[src/agc_pkg.sv]
// Shared types and constants of the anagram group classifier.
`timescale 1ns / 1ps
package agc_pkg;
  localparam int AlphaBins = 26;
  localparam int CntW      = 6;
  localparam int MaxCnt    = 63;
  localparam int MaxGroups = 64;
  localparam int GrpW      = $clog2(MaxGroups);
  localparam int GcntW     = $clog2(MaxGroups + 1);
  localparam int MemW      = 8;
  localparam int MaxMembers = 255;
  localparam int LetW      = 5;

  typedef enum logic [1:0] {
    FUNC_LETTER = 2'd0,
    FUNC_LAST   = 2'd1,
    FUNC_EMPTY  = 2'd2,
    FUNC_CLEAR  = 2'd3
  } func_e;

  typedef enum logic [1:0] {
    ST_IDLE,
    ST_CMP,
    ST_RES
  } state_e;

  typedef logic [AlphaBins-1:0][CntW-1:0] hist_t;

  typedef struct packed {
    logic cmp_en;
    logic load;
    logic inc;
  } cell_ctrl_t;
endpackage

[src/agc_hist.sv]
// Per-word letter histogram with saturating bins.
`timescale 1ns / 1ps
module agc_hist (
  input  logic                     clk_i,
  input  logic                     rst_ni,
  input  logic                     add_i,
  input  logic [agc_pkg::LetW-1:0] letter_i,
  input  logic                     clear_i,
  output agc_pkg::hist_t           hist_o,
  output logic                     sat_o
);
  import agc_pkg::*;

  hist_t hist_q, hist_d;
  logic  sat_q, sat_d;

  always_comb begin
    hist_d = hist_q;
    sat_d  = sat_q;
    if (clear_i) begin
      hist_d = '0;
      sat_d  = 1'b0;
    end else if (add_i) begin
      for (int b = 0; b < AlphaBins; b++) begin
        if (letter_i == LetW'(b)) begin
          if (hist_q[b] >= CntW'(MaxCnt)) begin
            sat_d = 1'b1;
          end else begin
            hist_d[b] = hist_q[b] + CntW'(1);
          end
        end
      end
    end
  end

  always_ff @(posedge clk_i or negedge rst_ni) begin
    if (!rst_ni) begin
      hist_q <= '0;
      sat_q  <= 1'b0;
    end else begin
      hist_q <= hist_d;
      sat_q  <= sat_d;
    end
  end

  assign hist_o = hist_q;
  assign sat_o  = sat_q;
endmodule

[config.mk]
export PLATFORM = sky130hd
export DESIGN_NAME = agc_hist
export DESIGN_NICKNAME = d
export VERILOG_FILES = /design/src/agc_pkg.sv /design/src/agc_hist.sv
export SDC_FILE = /design/constraint.sdc
export NUM_CORES = 1
export LEC_CHECK = 0
export ABC_AREA = 1
export BUFFER_PORTS_ARGS = -buffer_cell sky130_fd_sc_hd__buf_2
export CELL_PAD_IN_SITES_DETAIL_PLACEMENT = 1
export CELL_PAD_IN_SITES_GLOBAL_PLACEMENT = 2
export CORE_MARGIN = 2
export CORE_UTILIZATION = 29
export DETAILED_ROUTE_END_ITERATION = 10
export PLACE_DENSITY_LB_ADDON = 0.05
export SLEW_MARGIN = 20
export SYNTH_ARGS = -nofsm -noshare
export SYNTH_HDL_FRONTEND = slang
export SYNTH_SLANG_ARGS = --single-unit
[constraint.sdc]
create_clock -name clk_i -period 1.42 [get_ports clk_i]
set_clock_uncertainty 0.1 [all_clocks]
set_input_delay 0.284 -clock clk_i [delete_from_list [all_inputs] [get_ports clk_i]]
set_output_delay 0.284 -clock clk_i [all_outputs]
set_load 0.01 [all_outputs]
# Yosys cells after proc, flatten, opt, wreduce, memory -nomap -nowiden
# Index checks and enable logic that the tools add are counted.
[totals]
latch_bits = 0
wordCells = 314
ram_bits = 0
mem_count = 0
inputBits = 9
mem_bits_ro = 0
output_inout_bits = 157
regBits = 157
[op_classes]
div_mod_pow = 0
magnitude_cmp = 26
bitwise = 0
n_eq_ne = 51
n_shift = 0
n_addsub = 26
reduce_logical = 54
mux = 130
n_mul = 0
[op_table]
columns = ["operator", "n"]
rows = [
  ["$mux 156", 2],
  ["$mux 6", 52],
  ["$add 6x1->6 const B", 26],
  ["$ge 6x6->1 const B", 26],
  ["$reduce_and 3->1", 26],
  ["$mux 1", 76],
  ["$reduce_bool 2->1", 27],
  ["$ne 2x2->1 const B", 26],
  ["$eq 5x5->1 const B", 10],
  ["$eq 5x4->1 const B", 8],
  ["$eq 5x3->1 const B", 4],
  ["$eq 5x2->1 const B", 2],
  ["$eq 5x1->1 const B", 1],
  ["$logic_not 5->1", 1],
]

# Longest topological paths before layout
# Gate-level depths: netlist of the first run.
[logic_depth]
word_depth = 77
depth_mapped = 11
ltp_nobuf = 11

# Worst setup path before layout of the first run
# Ideal clock, no wire load.
[synth_path]
kind = "flip-flop to flip-flop"
startpoint = "register hist_q, in the netlist hist_o[138]"
endpoint = "register hist_q, in the netlist hist_o[140]"
path_stages_with_launch = 9
setup_ns = 0.119
arrival_ns = 1.426
path_buffers = 0
slack_ns = -0.226
t_required_ns = 1.201
synth_period_minus_slack_ns = 1.646
cell_sequence = "dfrtp_1 > ha_1 > nand3_1 > nor2_1 > nor2_4 > nor2_2 > inv_1 > a21oi_1 > nor2_1"
[synth_between]
elab_chain_cells = 5
word_cells_on_any_way = 8
classes_between = "add/sub (1); order compare (1); eq/ne (1); mux (4); reduce/logical (1)"
[synth_rtl]
columns = ["element", "line", "text"]
rows = [
  ["start, declared", "agc_hist.sv:14", "hist_t hist_q, hist_d;"],
  ["start signal, assigned", "agc_hist.sv:41", "hist_q <= hist_d;"],
  ["$add 6x1->6", "agc_hist.sv:29", "hist_d[b] = hist_q[b] + CntW'(1);"],
  ["$mux 6", "agc_hist.sv:26", "if (hist_q[b] >= CntW'(MaxCnt)) begin"],
  ["$mux 6", "agc_hist.sv:25", "if (letter_i == LetW'(b)) begin"],
  ["$mux 156", "agc_hist.sv:23", "end else if (add_i) begin"],
  ["$mux 156", "agc_hist.sv:20", "if (clear_i) begin"],
]
# Parallel ways exist; a longest one is shown, timed or not. The select of a mux whose other input is x is not followed.
# A chain may end at the register's enable or synchronous reset.

# Worst setup path after layout of the first run
[layout_path]
startpoint = "register hist_q, in the netlist hist_o[7]"
endpoint = "register hist_q, in the netlist hist_o[8]"
# The elaborated chain is that of the path after synthesis.

==> results.json, run 1 <==
{
  "status": "complete, but fails checks",
  "violations": "negative setup slack",
  "multi_input_area_um2": 6640,
  "synthCells": 1150,
  "min_path_type": "input port to asynchronous set/reset pin",
  "numCtsBuffers": 17,
  "max_freq_ghz": 0.612,
  "antenna_found_initial": 4,
  "ys_warn_count": 0,
  "synth_ff_type": "dfrtp_1",
  "synth.cell_area_um2": 9000,
  "portBuffers": 165,
  "worstMarginPinSlew_ns": 0.390,
  "max-slew-margin-rel_pct": 73.8,
  "setup_viol": 234,
  "clk_pin_slew_ns": 0.08,
  "die_x_um": 180,
  "busiest_layer": "met2",
  "dieArea_um2": 32500,
  "rr_startpoint": "hist_o[7]$_DFFE_PN0P_",
  "fin_crit_ns": 1.63,
  "required_ns": 1.64,
  "grt_usage_pct": 23.0,
  "syn_area_per_cell_um2": 7.83,
  "fin_util_pct": 59.6,
  "firstDrtPassIters": 4,
  "die_h_um": 180,
  "startpoint_type": "flip-flop",
  "setup_slack_ns": -0.213,
  "ioPinCount": 166,
  "synth-edff-count": 0,
  "wl_mm": 39.9,
  "rsz0062_at_grt": "true",
  "drt_first_iter_violations": 358,
  "cap_violations": 0,
  "critPathCaptureType": "flip-flop",
  "finalHoldWorstSlack_ns": 0.190,
  "register_area_um2": 3950,
  "cts_num_sinks": 157,
  "nets": 1828,
  "place_congestion": 0.785,
  "critical_path_class": "flip-flop to flip-flop",
  "grt_pass1_vias": 11521,
  "drc": 0,
  "synth.distinct_cells": 29,
  "cts_tree": "yes",
  "min_period_over_period_pct": 115,
  "final_area_um2": 18200,
  "syn_nets": 1185,
  "coreArea_um2": 30600,
  "yosysMostFrequentCell": "nand2_1",
  "area_growth_pct": 103,
  "ys_ff_latch": 157,
  "synth_top_area_share_pct": 43.6,
  "post_dp_cell_area_um2": 12500,
  "use_met3_pct": 3.48,
  "initial_core_util_pct": 29.4,
  "detail_route.vias_per_cell": 4.82,
  "grt_overflow": 0,
  "synth_area_leaders": "dfrtp_1 44%, nand2_1 12%, nand3_1 6.3%",
  "fp-row-count": 64,
  "clock_latency_ns": 0.44,
  "fill_cells": 3384,
  "async_flop_share_pct": 100,
  "use_met2_pct": 41.5,
  "synth-seq-area-share_pct": 43.6,
  "hold_violations": 0,
  "hpwl_mm": 23.9,
  "crit_start": "hist_o[7]$_DFFE_PN0P_",
  "layout-drive-gt1-share_pct": 59.7,
  "ir_drop_mv": 0.731,
  "grt_start_max_net_pins": 38,
  "cts_root_buffer": "clkbuf_16",
  "finalSetupTns_ns": -12.19,
  "grt_pass1_wl_mm": 60.7,
  "yosys.area.top_type": "dfrtp_1",
  "grt_util_met1_pct": 28.9,
  "path_max_fanout": 4,
  "cp_data_arrival_time_ns": 1.85,
  "synth_common_cells": "286 x nand2_1, 157 x dfrtp_1, 118 x inv_1",
  "clock_path_buffers": 2,
  "wire_per_inst_um": 18.1,
  "powerDensity_nw_per_um2": 604,
  "p_leak_uw": 0.00826,
  "drv_slew": 0,
  "postRouteAntennaNets": 0,
  "vias": 10638,
  "htreeDepth": 4
}
## layout make-up
type	instances	area share (%)
timing repair buffer	640	33.1
multi-input combinational	853	36.4
tap	396	2.72
clock inverter	11	0.933
clock buffer	21	2.42
antenna	4	0.0549
sequential	157	21.7
inverter	124	2.69
## layout by cell type (no fill, tap or decap), drive strengths merged
cell type,synthesis,routed
a21oi,18,18
buf,16,639
bufinv,0,4
clkbuf,7,21
clkinv,0,4
clkinvlp,0,3
dfrtp,157,157
diode,0,4
dlygate4sd3,0,1
ha,26,26
inv,124,124
nand2,294,295
nand3,115,115
nand4,27,27
nor2,132,138
nor3,35,35
nor3b,2,2
o2111ai,9,9
o21a,1,1
o21ai,76,76
o31ai,48,48
or2,8,8
xnor2,24,24
xor2,31,31
## stage by stage
step | worst slack, ns | power (µW) | std cells
after floorplan | -0.126 | 5070 | 1150
after global placement | -0.381 | 5620 | 1921
after detailed placement | -0.422 | 5630 | 1921
after CTS | -0.155 | 10900 | 2159
after global routing | -0.287 | 11400 | 2202
final | -0.213 | 11000 | 2206
## critical path, cell delays in order (launching register included)
cell	delay, ns
dfrtp_1	0.41
ha_4	0.18
nand2_4	0.07
nor2_4	0.04
nand3_2	0.08
nand4_1	0.20
buf_4	0.23
o21ai_2	0.13
a21oi_2	0.05
## sequential cells by signal (all words and copies together), names as in the netlist
signal and cells:
sat_o 1, hist_o 156
## report_power, final
part	internal (µW)	total, µW	switching (µW)
Sequential	4520	4590	63.8
Combinational	607	1430	818
Clock	2950	5000	2050
Total	8080	11000	2930
## what timing repair did
| action | 4_1_cts | 5_1_grt |
|---|---|---|
| cloned | 7 | 0 |
| hold endpoints to repair | 157 | 0 |
| gates resized for setup | 464 | 284 |
| buffers inserted | 213 | 54 |
| hold buffers | 1 | 0 |
| endpoints found under the setup margin | 283 | 298 |
| pin swaps | 128 | 155 |
## metal layers
layer | vias up | wire (µm) | part of all wire, %
met4 | 0 | 777 | 1.9
li1 | 5122 | - | -
met1 | 5302 | 17000 | 42
met5 | - | 0 | 0
met3 | 54 | 1080 | 2.7
met2 | 160 | 21100 | 53
## worst paths after layout
kind | slack [ns] | to | depth (start not counted)
worst max-delay path | -0.21 | hist_o[8]$_DFFE_PN0P_ | 8
worst min-delay path | 0.19 | hist_o[104]$_DFFE_PN0P_ | 2
worst max register to register | -0.21 | hist_o[8]$_DFFE_PN0P_ | 8
worst min register to register | 0.49 | hist_o[5]$_DFFE_PN0P_ | 2
max in group asynchronous | 0.50 | hist_o[46]$_DFFE_PN0P_ | 3
min in group clk_i | 0.23 | hist_o[12]$_DFFE_PN0P_ | 3
## logic make-up after synthesis
logic type                 Yosys count  synth area share (%)
and+or+nand+nor                    613                  30.8
DFF                                157                  43.6
AOI/OAI and AO/OA                  152                  10.2
buffers and inverters              147                  6.38
xor gates and xnor gates            55                  5.35
adders and majority gates           26                  3.61
(Power assumes the default switching activity.)
==> inputs of run 2 (changes only) <==
- REMOVE_ABC_BUFFERS: unset -> 1
==> run 2 against run 1 <==
The flow still finishes with violations (negative setup slack). First-iteration DRC count up 17%. Sequential power about the same. Clock power down 7.8%. Largest power group unchanged. Highest routed layer unchanged.
==> results.json, run 2 (synthesized netlist as in run 1, its figures left out) <==
{
  "status": "complete, but fails checks",
  "violations": "negative setup slack",
  "place_congestion": 0.792,
  "rr_startpoint": "hist_o[60]$_DFFE_PN0P_",
  "vias": 10717,
  "die_h_um": 180,
  "power.total_uw": 10600,
  "ir_drop_mv": 0.793,
  "startpoint_type": "flip-flop",
  "drc": 0,
  "layout-drive-gt1-share_pct": 59.6,
  "drv_slew": 0,
  "grt_pass1_vias": 11366,
  "critical_path_class": "flip-flop to flip-flop",
  "max_freq_ghz": 0.624,
  "detail_route.vias_per_cell": 4.84,
  "clock_path_buffers": 2,
  "ioPinCount": 166,
  "place_worst_setup_slack_ns": -0.529,
  "grt_usage_pct": 22.5,
  "hold_violations": 0,
  "wl_mm": 40.2,
  "nets": 1838,
  "final_common_cell": "buf_4",
  "numCtsBuffers": 17,
  "cap_violations": 0,
  "critPathCapture": "hist_o[60]$_DFFE_PN0P_",
  "cts_root_buffer": "clkbuf_16",
  "cp_slowest_cell": "dfrtp_1",
  "p_leak_uw": 0.00831,
  "min_period_over_period_pct": 113,
  "hpwl_mm": 23.8,
  "critical_path.max_stage_delay_ns": 0.42,
  "r2r-end": "hist_o[60]$_DFFE_PN0P_",
  "ff2ff_path_depth": 7,
  "dieArea_um2": 32500,
  "grt_overflow": 0,
  "critPathCaptureType": "flip-flop",
  "fin_util_pct": 59.5,
  "cts_num_sinks": 157,
  "rrSetupSlack_ns": -0.18,
  "busiest_layer": "met2",
  "use_met3_pct": 4.77,
  "initial_core_util_pct": 29.4,
  "worstMarginPinSlew_ns": 0.395,
  "finalSetupTns_ns": -12.57,
  "clock_latency_ns": 0.45,
  "rsz0062_at_grt": "true",
  "antenna_found_initial": 4,
  "setup_slack_ns": -0.183,
  "fin_crit_ns": 1.60,
  "final_area_um2": 18200,
  "path_common_cell": "nor2_4",
  "max-slew-margin-rel_pct": 73.5,
  "setup_viol": 216,
  "cp_data_arrival_time_ns": 1.88,
  "clk_pin_slew_ns": 0.07,
  "powerDensity_nw_per_um2": 582,
  "crit_start": "hist_o[60]$_DFFE_PN0P_",
  "die_x_um": 180,
  "use_met2_pct": 39.5,
  "postRouteAntennaNets": 0,
  "path_max_fanout": 5,
  "post_dp_cell_area_um2": 12200,
  "area_growth_pct": 102,
  "largest_register_ffs": 156,
  "cts_tree": "yes",
  "portBuffers": 165,
  "grt_start_max_net_pins": 35,
  "wire_per_inst_um": 18.2,
  "grt_util_met1_pct": 27.9,
  "drt_first_iter_violations": 418,
  "fill_cells": 3446,
  "firstDrtPassIters": 4,
  "fp-row-count": 64,
  "required_ns": 1.70,
  "min_path_type": "input port to flip-flop",
  "coreArea_um2": 30600,
  "grt_pass1_wl_mm": 59.3,
  "final_cell_mix": "316 x buf_4, 308 x buf_6, 217 x nand2_1, 153 x dfrtp_1, 96 x inv_1",
  "htreeDepth": 4,
  "path_cells": "ha_4 -> nand2_4 -> nor3_4 -> nor2_4 -> nor2_4 -> inv_4 -> o21ai_2"
}
-- run 2: changes by cell type in the layout (fill, tap and decap cells not counted), moves of 7 or more --
| cell | before | now |
|---|---|---|
| buf_2 | 26 | 17 |
| buf_4 | 303 | 316 |
| buf_6 | 295 | 308 |
| dfrtp_1 | 140 | 153 |
| dfrtp_2 | 17 | 4 |
| nand2_1 | 224 | 217 |
| nand2_2 | 49 | 56 |
| nor2_2 | 5 | 12 |
| o21ai_1 | 22 | 34 |
| o21ai_2 | 51 | 36 |
-- run 2: metal layers --
metal  vias to the layer above  wire (µm)  part of all wire, %
li1                       5125          -                    -
met1                      5398      17200                   43
met2                       155      21200                   53
met3                        39       1310                  3.2
met4                         0        574                  1.4
met5                         -          0                    0
-- run 2: how the worst min path moves through the flow --
stage	start	endpoint	slack, ns	cells after the start
4_1_cts	clear_i	hist_o[135]$_DFFE_PN0P_	0.15	2
6_report	clear_i	hist_o[135]$_DFFE_PN0P_	0.14	2
3_3_place_gp	rst_ni	hist_o[21]$_DFFE_PN0P_	0.10	1
5_1_grt	clear_i	hist_o[135]$_DFFE_PN0P_	0.15	2
2_1_floorplan	rst_ni	hist_o[0]$_DFFE_PN0P_	-0.11	0
3_5_place_dp	rst_ni	hist_o[21]$_DFFE_PN0P_	0.10	1
-- run 2: report_power, final --
part | total, µW | internal, µW | switching (µW)
registers | 4580 | 4520 | 58.9
clock network | 4610 | 2500 | 2110
logic | 1410 | 595 | 812
total | 10600 | 7620 | 2980
-- run 2: metrics by stage --
| stage | hold slack [ns] | instances |
|---|---|---|
| floorplan | -0.112 | 1127 |
| global placement | 0.104 | 1940 |
| detailed placement | 0.102 | 1940 |
| CTS | 0.150 | 2155 |
| global route | 0.154 | 2212 |
| finish | 0.145 | 2216 |
-- run 2: final cells by class --
cell class / count / area [µm²] / share of cell area, %
clock inverter: 9 / 88.8 / 0.488
inverter: 124 / 487 / 2.67
tap: 396 / 495 / 2.72
clock buffer: 22 / 464 / 2.55
sequential: 157 / 3930 / 21.6
antenna: 5 / 12.5 / 0.0687
timing repair buffer: 652 / 6140 / 33.7
multi-input combinational: 851 / 6580 / 36.1
-- run 2: worst max-delay path, delay by kind of cell, from the launching register on --
family          cells  cell delay [ns]
compound gates      1             0.13
fa+ha+maj           1             0.18
buf+inv             1             0.08
flops               1             0.42
simple gates        4             0.61
-- run 2: timing repair --
action	CTS	global route
endpoints found under the hold margin	157	0
resized for setup	539	347
pin swaps	87	161
gates cloned	5	1
endpoints found under the setup margin	306	301
hold buffers	1	0
buffers inserted	200	68
