`src/agc_pkg.sv`:
```
// Shared types and constants of the anagram group classifier.
`timescale 1ns / 1ps
package agc_pkg;
  localparam int AlphaBins = 26;
  localparam int CntW      = 6;
  localparam int MaxCnt    = 63;
  localparam int MaxGroups = 64;
  localparam int GrpW      = $clog2(MaxGroups);
  localparam int GcntW     = $clog2(MaxGroups + 1);
  localparam int MemW      = 8;
  localparam int MaxMembers = 255;
  localparam int LetW      = 5;

  typedef enum logic [1:0] {
    FUNC_LETTER = 2'd0,
    FUNC_LAST   = 2'd1,
    FUNC_EMPTY  = 2'd2,
    FUNC_CLEAR  = 2'd3
  } func_e;

  typedef enum logic [1:0] {
    ST_IDLE,
    ST_CMP,
    ST_RES
  } state_e;

  typedef logic [AlphaBins-1:0][CntW-1:0] hist_t;

  typedef struct packed {
    logic cmp_en;
    logic load;
    logic inc;
  } cell_ctrl_t;
endpackage

```
`src/agc_cell.sv`:
```
// One group cell: stored signature, member count, compare and first-match chain.
`timescale 1ns / 1ps
module agc_cell (
  input  logic                     clk_i,
  input  logic                     rst_ni,
  input  agc_pkg::cell_ctrl_t      ctrl_i,
  input  logic                     in_use_i,
  input  logic                     sel_i,
  input  agc_pkg::hist_t           hist_i,
  input  logic                     prior_i,
  output logic                     prior_o,
  output logic                     first_o,
  output logic [agc_pkg::MemW-1:0] size_o
);
  import agc_pkg::*;

  hist_t            sig_q;
  logic [MemW-1:0]  size_q;
  logic             match_q;

  always_ff @(posedge clk_i or negedge rst_ni) begin
    if (!rst_ni) begin
      match_q <= 1'b0;
    end else if (ctrl_i.cmp_en) begin
      match_q <= in_use_i && (sig_q == hist_i);
    end
  end

  always_ff @(posedge clk_i) begin
    if (ctrl_i.load && sel_i) begin
      sig_q  <= hist_i;
      size_q <= MemW'(1);
    end else if (ctrl_i.inc && first_o && size_q < MemW'(MaxMembers)) begin
      size_q <= size_q + MemW'(1);
    end
  end

  assign first_o = match_q && !prior_i;
  assign prior_o = match_q || prior_i;
  assign size_o  = size_q;
endmodule

```
`config.mk`:
```
export PLATFORM = sky130hd
export DESIGN_NAME = agc_cell
export DESIGN_NICKNAME = d
export VERILOG_FILES = /design/src/agc_pkg.sv /design/src/agc_cell.sv
export SDC_FILE = /design/constraint.sdc
export NUM_CORES = 1
export LEC_CHECK = 0
export ABC_AREA = 1
export BUFFER_PORTS_ARGS = -buffer_cell sky130_fd_sc_hd__buf_2
export CORE_UTILIZATION = 30
export CTS_CLUSTER_SIZE = 10
export DETAILED_ROUTE_END_ITERATION = 10
export GPL_TIMING_DRIVEN = 0
export HOLD_SLACK_MARGIN = 0.06
export SLEW_MARGIN = 20
export SYNTH_ARGS = -nofsm -noshare
export SYNTH_HDL_FRONTEND = slang
export SYNTH_SLANG_ARGS = --single-unit
```
`constraint.sdc`:
```
create_clock -name clk_i -period 2.2 [get_ports clk_i]
set_clock_uncertainty 0.15 [all_clocks]
set_input_delay 0.44 -clock clk_i [delete_from_list [all_inputs] [get_ports clk_i]]
set_output_delay 0.44 -clock clk_i [all_outputs]
set_load 0.05 [all_outputs]
```
Word-level counts from Yosys, hierarchy flattened
Index checks and enable logic that the tools add are counted.
Word-level totals
  bits in registers: 165
  output and inout port bits: 10
  word-level logic and storage cells: 38
Cells by class
  add/subtract/negate cells: 1
  order comparisons: 1
  equality and inequality tests: 1
  reduce and logical (&&, ||, !) cells: 7
Operators by type and width (number)
  $eq A156 B156 Y1: 1
  $add A8 B1 Y8 const B: 1
  $lt A8 B8 Y1 const B: 1
  $logic_and A1 B1 Y1: 5
  $logic_not A1 Y1: 1
  $logic_or A1 B1 Y1: 1

Depth between registers and ports, before layout
Gate-level depths: netlist of the first run.
  depth in word-level cells: 4
  gate-level depth with buffers: 12
  mapped depth without buffers: 12

Worst setup path after synthesis of the first run
No wires, ideal clock.
  path kind: input port to flip-flop
  start: in ctrl_i[1] (netlist bit)
  end: reg sig_q[0] (netlist bit), enable pin
  library setup time: 0.511 ns
  arrival time: 3.618 ns
  data required time: 1.539 ns
  path slack: -2.079 ns
  stages on the path: 2
  buffers on the path: 0
  cells stage by stage: nand2_1 -> inv_1
Between the ends
  cells in the longest elaborated chain, start to end: 1
Ends and longest elaborated chain
  start: declaration: RTL line agc_cell.sv:6  | input agc_pkg::cell_ctrl_t ctrl_i,
  $logic_and A1 B1 Y1: RTL line agc_cell.sv:30  | if (ctrl_i.load && sel_i) begin
  end signal: assignment: RTL line agc_cell.sv:31  | sig_q <= hist_i;
  end: declaration: RTL line agc_cell.sv:17  | hist_t sig_q;
Every way passes these cells.
A chain may end at the register's enable or synchronous reset.

Worst setup path after layout of the first run
  start: in hist_i[76] (netlist bit)
  end: reg match_q
Between the ends
  cells in the longest elaborated chain, start to end: 2
Ends and longest elaborated chain
  start: declaration: RTL line agc_cell.sv:9  | input agc_pkg::hist_t hist_i,
  $eq A156 B156 Y1: RTL line agc_cell.sv:25  | match_q <= in_use_i && (sig_q == hist_i);
  $logic_and A1 B1 Y1: RTL line agc_cell.sv:25
  end signal: assignment: RTL line agc_cell.sv:25
  end: declaration: RTL line agc_cell.sv:19  | logic match_q;
Every way passes these cells.

==> impl_metrics.csv, run 1 <==
group,metric,value,unit
run_status,status,"complete, no violations",
floorplanning,core.rowCount,58,
global_route,grt.overflow.total,0,
sta,timing.fmax,500,MHz
detailed_routing,drt_iter0_drc,226,
layout,drive_above_1_share,19.5,%
sta,period_share,91.0,%
sta,fin_tns_setup,0,ns
layout,final_cell_mix,"255 x nand2_1, 173 x buf_2, 167 x inv_1",
layout,fill_cells,2442,
sta,holdWs,0.0833,ns
worst_hold_path,hold_depth,1,
power,peakVddDrop,0.000487,V
sta,relSlewSlack,62.9,%
layout,layout_commonest_cell,"nand2_1",
sta,rsz0062_at_grt,"false",
synth,ys_ff_latch,165,
detailed_routing,drt-total-wl,17.3,mm
floorplanning,initial_core_util,30.9,%
synth,yosys.area_share.xor_xnor,6.13,%
sta,setup_viol,0,
worst_hold_path,hp-class,"input port to flop",
power,leakagePower,0.00491,uW
clock_network,cts.reportedPaths.clkPinSlew,0.06,ns
synth,synth_top_family_by_area,"simple AND/OR/NAND/NOR gates",
floorplanning,chipHeight,164,um
clock_network,clk_path_buf_depth,2,
floorplanning,dieArea,26800,um2
detailed_routing,drc,0,
run,cap_violations,0,
clock_network,clk_latency,0.42,ns
global_route,track_usage,13.2,%
synth,synth_cell_types,21,
placement,pre_cts_slack,-0.145,ns
floorplanning,io-pin-count,174,
synth,synth_area_per_cell,9.31,um2
sta,period_needed,2.00,ns
layout,fin_util,42.2,%
clock_network,cts_num_sinks,165,
clock_network,htreeDepth,4,
worst_setup_path,crit_fanout,3,
global_route,grt_max_degree,34,
layout,fin_nets,1290,
floorplanning,core,25400,um2
synth,synth_mux_area_share,0,%
worst_setup_path,crit_type,"input port to flop",
synth,synth_fa_ha_area_share,0.159,%
clock_network,numCtsBuffers,17,
sta,fin_ws,0.199,ns
detailed_routing,firstDrtPassIters,4,
sta,hold_viol_final,0,
layout,seq_area,4870,um2
worst_setup_path,ff2ff_path_depth,8,
global_route,grt_pass1_wl,27.6,mm
synth,ys.warnings.count,0,
layout,areaGrowthSynthToFinish,36.5,%
clock_network,cts_root_buf,"clkbuf_16",
detailed_routing,detail-route-antenna-nets,0,
worst_setup_path,cp.required,2.40,ns
worst_setup_path,cp-start-kind,"input port",
synth,ys_seq_area_share,62.0,%
worst_setup_path,critPathCaptureType,"flop",
detailed_routing,avgRoutedWirePerCell,11.8,um
synth,syn-cell-area,7850,um2
floorplanning,die_w,164,um
synth,synth-simple-area-share,21.6,%
placement,hpwl,12.7,mm
detailed_routing,vias,6072,
sta,worst_slew_pin_slew,0.555,ns
synth,synthesis.nets,1009,
power,powerDensity,725,nW/um2
power,power,7780,uW
detailed_routing,avgViaCountPerCell,4.14,
layout,multi_input_area,2360,um2
global_route,first_global_vias,5937,
synth,synthCells,844,
placement,place_congestion,0.745,
clock_network,postCtsSetupBuffers,0,
worst_setup_path,critPathArrivalTime,2.20,ns
clock_network,cts_tree,"built",
global_route,antenna_found_initial,2,
synth,synth-compound-area-share,1.86,%
sta,drv_slew,0,
placement,numPortBuffers,173,
-- where the power goes --
group	switching, uW	internal (uW)	total (uW)
Sequential	82.7	3660	3740
Combinational	412	421	833
Clock	1210	1990	3200
Total	1700	6070	7780
-- registers in the layout, summed over array words and instances (netlist names) --
name,count
match_q,1
sig_q,156
size_o,8
-- repair_timing --
action                                 4_1_cts  5_1_grt
resized for setup                            0        1
endpoints found under the hold margin       82        2
setup endpoints to repair                    0        1
hold buffers                                82        2
-- Yosys cell counts --
cell type	count	area, um2
a21oi_1	4	20.0
buf_6	1	11.3
dfrtp_1	1	25.0
dfxtp_1	8	160
edfxtp_1	156	4680
ha_1	1	12.5
inv_1	168	631
inv_2	1	3.75
nand2_1	256	961
nand3_1	13	65.1
nand4_1	14	87.6
nor2_1	123	462
nor2b_1	1	6.26
nor3_1	5	25.0
nor3b_1	1	7.51
nor4_4	1	21.3
o21ai_0	24	120
o22ai_1	1	6.26
or2_2	10	62.6
xnor2_1	45	394
xor2_1	10	87.6
-- worst max-delay path: stages --
cell and delay, ns:
dlygate4sd3_1 0.53, buf_2 0.13, nor2_1 0.09, nor2_1 0.05, nor2_1 0.12, nand2_1 0.09
nor2_1 0.15, nand2_1 0.09, nor2_2 0.13, nand2_1 0.06, nor2_1 0.12, nand2_1 0.12
nand2_1 0.08
-- cell families after synthesis --
| logic type | count (synthesis) |
|---|---|
| simple gates | 424 |
| fa+ha+maj | 1 |
| compound gates | 29 |
| flops | 165 |
| buf+inv | 170 |
| xor+xnor | 55 |
-- metal layers --
layer  vias to the layer above  track usage (%)  wire length, um
met3                        20             4.19             1100
met5                         -                0               10
met1                      2717             16.6             8190
li1                       3185                -                -
met4                         2             3.83              218
met2                       148             21.5             7770
-- through the flow --
step	area [um2]	instances
after floorplan	7870	844
after global placement	9150	1347
after detailed placement	9260	1352
after CTS	10700	1463
after global routing	10700	1466
final	10700	1466
-- final timing paths --
check / slack, ns / end / from
worst max-delay path: 0.20 / match_q / hist_i[76]
max in group asynchronous: 1.63 / match_q / rst_ni
worst min-delay path: 0.08 / sig_q[17] / hist_i[17]
min in group asynchronous: 0.19 / match_q / rst_ni
worst max register to register: 0.41 / size_o[0] / size_o[0]
worst min register to register: 0.36 / size_o[5] / size_o[5]
-- layout make-up --
cell class              count  area share (%)
diodes                      1          0.0233
clock inverters            11            1.73
flip-flops and latches    165            45.4
well taps                 330            3.85
plain buffers               1           0.105
multi-input cells         509            22.0
repair buffers            262            16.9
inverters                 169            5.95
clock buffers              18            4.00
(Power assumes the default switching activity.)
==> run 2, diff against run 1 <==
REMOVE_ABC_BUFFERS = 1   (was not set)
==> impl_metrics.csv, run 2 (synthesized netlist as in run 1, its figures left out) <==
group,metric,value,unit
run_status,status,"complete, no violations",
power,sw_frac_of_total,23.1,%
global_route,first_global_vias,6084,
sta,setup_viol,0,
placement,pre_cts_slack,-0.00305,ns
run,cap_violations,0,
global_route,antenna_found_initial,1,
detailed_routing,detail-route-antenna-nets,0,
worst_hold_path,hp-class,"input port to flop",
worst_setup_path,crit_fanout,3,
sta,fin_ws,0.261,ns
clock_network,clk_path_buf_depth,2,
detailed_routing,drc,0,
clock_network,cts_num_sinks,165,
detailed_routing,drt_iter0_drc,273,
clock_network,cts_root_buf,"clkbuf_16",
global_route,grt.overflow.total,0,
placement,numPortBuffers,173,
power,pwr-share-comb,10.9,%
clock_network,numCtsBuffers,17,
floorplanning,core,25400,um2
layout,drive_above_1_share,19.0,%
layout,final_cell_mix,"255 x nand2_1, 173 x buf_2, 167 x inv_1",
sta,period_needed,1.94,ns
worst_setup_path,critPathCaptureType,"flop",
clock_network,clk_latency,0.42,ns
clock_network,cts_tree,"built",
power,clockPowerShare,40.8,%
power,leakagePower,0.00498,uW
clock_network,htreeDepth,4,
detailed_routing,avgRoutedWirePerCell,11.7,um
worst_setup_path,cp-start-kind,"input port",
sta,drv_slew,0,
worst_setup_path,cp.required,2.41,ns
global_route,track_usage,13.4,%
power,p_sw,1790,uW
layout,areaGrowthSynthToFinish,38.3,%
detailed_routing,vias,6107,
global_route,grt_pass1_wl,28.2,mm
sta,period_share,88.1,%
detailed_routing,avgViaCountPerCell,4.11,
power,peakVddDrop,0.000485,V
worst_setup_path,critPathArrivalTime,2.15,ns
layout,largest_register_ffs,156,
power,power,7740,uW
power,pwr-share-seq,48.4,%
floorplanning,dieArea,26800,um2
clock_network,cts.reportedPaths.clkPinSlew,0.06,ns
sta,rsz0062_at_grt,"false",
placement,place_congestion,0.772,
floorplanning,initial_core_util,30.9,%
sta,timing.fmax,516,MHz
sta,hold_viol_final,0,
floorplanning,io-pin-count,174,
detailed_routing,drt-total-wl,17.4,mm
worst_setup_path,crit_type,"input port to flop",
detailed_routing,firstDrtPassIters,4,
sta,holdWs,0.0756,ns
power,powerDensity,713,nW/um2
global_route,grt_max_degree,85,
sta,relSlewSlack,61.7,%
floorplanning,core.rowCount,58,
floorplanning,chipHeight,164,um
sta,worst_slew_pin_slew,0.575,ns
placement,hpwl,12.4,mm
layout,layout_commonest_cell,"nand2_1",
layout,regMostFlops,"sig_q",
power,p_int,5950,uW
sta,fin_tns_setup,0,ns
layout,fin_nets,1307,
floorplanning,die_w,164,um
## run 2: metrics by stage
step,std cells,instance area [um2],utilization [%]
finish,1486,10900,42.8
global route,1486,10900,42.8
CTS,1482,10800,42.6
detailed placement,1347,9160,36.0
global placement,1346,9120,35.9
floorplan,843,7840,-
## run 2: layout make-up
type                    count  area, um2
repair buffers            280       1950
inverters                 169        642
clock buffers              26        586
clock inverters             6       42.5
multi-input cells         509       2350
diodes                      1       2.50
flip-flops and latches    165       4870
well taps                 330        413
fillers                  2475      14500
## run 2: worst max-delay path: stages
cell           delay [ns]
dlygate4sd3_1        0.53
buf_2                0.13
nor2_1               0.09
nor2_1               0.05
nor2_1               0.11
nand2_1              0.08
nor2_1               0.15
nand2_1              0.12
nor2_4               0.11
nand2_1              0.07
nor2_2               0.10
nand2_1              0.09
nand2_1              0.07
## run 2: power groups by stage
stage / clock network [uW] / registers [uW] / logic [uW]
2_1_floorplan: 0 / 3810 / 398
5_1_grt: 3360 / 3770 / 965
6_report: 3160 / 3740 / 842
3_5_place_dp: 0 / 3810 / 698
3_3_place_gp: 0 / 3830 / 671
4_1_cts: 3250 / 3740 / 850
## run 2: path summary, 6_finish.rpt
kind,startpoint,to,slack [ns],depth (start not counted)
min reg2reg,size_o[7],size_o[7],0.36,2
min,hist_i[92],sig_q[92],0.08,1
min in group asynchronous,rst_ni,match_q,0.16,2
max in group asynchronous,rst_ni,match_q,1.66,2
max,hist_i[76],match_q,0.26,13
max reg2reg,size_o[0],size_o[6],0.30,8
## run 2: metal layers
layer	up-vias	track usage, %	part of all wire [%]
li1	3223	-	-
met1	2711	17.1	49
met2	163	22.0	44
met3	10	4.17	6.5
met4	0	2.99	0.83
met5	-	0	0
## run 2: timing repair
item | in CTS | in global routing
resized for setup | 0 | 4
endpoints found under the hold margin | 103 | 3
setup endpoints to repair | 0 | 6
setup buffers | 0 | 0
hold buffers | 103 | 3
==> run 3, diff against run 2 <==
clock period = 1.8 ns   (was 2.2 ns; I/O delays follow)
==> impl_metrics.csv, run 3 (synthesized netlist as in run 1, its figures left out) <==
group,metric,value,unit
detailed_routing,avgViaCountPerCell,4.16,
global_route,grt.overflow.total,0,
worst_setup_path,r2r-end,"size_o[3]",
worst_hold_path,hp-class,"input port to asynchronous set/reset pin",
sta,holdWs,0.0931,ns
clock_network,cts_root_buf,"clkbuf_16",
floorplanning,core.rowCount,58,
floorplanning,chipHeight,164,um
worst_setup_path,ff2ff_path_depth,9,
detailed_routing,detail-route-antenna-nets,0,
sta,setup_viol,0,
clock_network,clk_latency,0.42,ns
sta,timing.fmax,580,MHz
power,leakagePower,0.00525,uW
layout,fin_util,45.4,%
layout,fin_nets,1352,
sta,worst_slew_pin_slew,0.579,ns
worst_setup_path,critPathArrivalTime,1.21,ns
clock_network,cts.reportedPaths.clkPinSlew,0.06,ns
clock_network,numCtsBuffers,17,
detailed_routing,drc,0,
detailed_routing,firstDrtPassIters,4,
clock_network,cts_num_sinks,165,
run,cap_violations,0,
global_route,antenna_found_initial,2,
detailed_routing,drt_iter0_drc,309,
sta,fin_ws,0.0759,ns
sta,hold_viol_final,0,
placement,numPortBuffers,173,
floorplanning,dieArea,26800,um2
global_route,first_global_vias,6456,
detailed_routing,drt-total-wl,18.6,mm
global_route,grt_max_degree,85,
placement,hpwl,12.4,mm
layout,regMostFlops,"sig_q",
placement,pre_cts_slack,-0.323,ns
layout,largest_register_ffs,156,
placement,place_congestion,0.772,
layout,drive_above_1_share,20.8,%
worst_setup_path,cp.required,1.29,ns
layout,diodes,0,
worst_setup_path,rrSetupSlack,0.10,ns
floorplanning,die_w,164,um
detailed_routing,avgRoutedWirePerCell,12.2,um
layout,layout_commonest_cell,"nand2_1",
worst_setup_path,critPathCaptureType,"output port",
placement,post_dp_cell_area,9160,um2
layout,areaGrowthSynthToFinish,46.9,%
clock_network,cts_tree,"built",
clock_network,htreeDepth,4,
sta,period_share,95.8,%
worst_setup_path,cp-start-kind,"flop",
worst_setup_path,crit_fanout,2,
floorplanning,core,25400,um2
floorplanning,io-pin-count,174,
floorplanning,initial_core_util,30.9,%
sta,period_needed,1.72,ns
sta,relSlewSlack,61.4,%
sta,drv_slew,0,
clock_network,clk_path_buf_depth,2,
power,peakVddDrop,0.000592,V
layout,design_area,11500,um2
layout,final_cell_mix,"247 x nand2_1, 165 x inv_1, 159 x buf_2",
global_route,track_usage,14.2,%
worst_setup_path,rr_startpoint,"size_o[0]",
worst_setup_path,crit_type,"flop to output port",
detailed_routing,vias,6364,
run_status,status,"complete, no violations",
power,powerDensity,830,nW/um2
global_route,grt_pass1_wl,29.8,mm
-- run 3: area by class of cell --
type,instances,area [um2]
Tap cell,330,413
Multi-Input combinational cell,509,2510
Clock inverter,6,42.5
Sequential cell,165,4870
Inverter,169,642
Clock buffer,26,586
Timing Repair Buffer,325,2470
Fill cell,2390,13900
-- run 3: stage by stage --
step	TNS [ns]	cells	total power (uW)
global route	-0.0145	1530	10000
finish	0	1530	9570
floorplan	-383.98	843	5140
detailed placement	-27.36	1347	5510
global placement	-661.83	1346	5500
CTS	0	1537	9670
-- run 3: critical path, stage by stage, from the launching register on --
cell and delay [ns]:
dfrtp_1 0.39, or2_4 0.26, buf_8 0.15
-- run 3: routing by layer --
layer,track usage (%),share of wire [%]
met3,4.65,6.2
met2,24.3,46
met4,2.90,0.70
met1,17.4,47
met5,0,0.14
-- run 3: repair_timing --
item                                    in CTS  in global routing
endpoints found under the setup margin      10                 10
endpoints found under the hold margin      158                  0
hold buffers                               158                  0
pin swaps                                    0                 33
resized for setup                            6                 45
setup buffers                                0                  6
-- run 3: worst max-delay path by stage --
| stage | startpoint | end | slack, ns | cells after the start |
|---|---|---|---|---|
| 3_5_place_dp | ctrl_i[1] | sig_q[48] | -0.32 | 4 |
| 5_1_grt | hist_i[2] | match_q | -0.01 | 11 |
| 6_report | match_q | prior_o | 0.08 | 2 |
| 3_3_place_gp | ctrl_i[1] | sig_q[57] | -4.15 | 3 |
| 2_1_floorplan | ctrl_i[1] | sig_q[0] | -2.40 | 2 |
| 4_1_cts | match_q | prior_o | 0.0002 | 2 |
-- run 3: where the power goes --
group | total [uW] | internal (uW) | leakage, uW | switching (uW)
clock network | 3850 | 2270 | 0.000314 | 1580
registers | 4580 | 4470 | 0.00154 | 106
logic | 1140 | 610 | 0.00339 | 527
total | 9570 | 7360 | 0.00525 | 2210
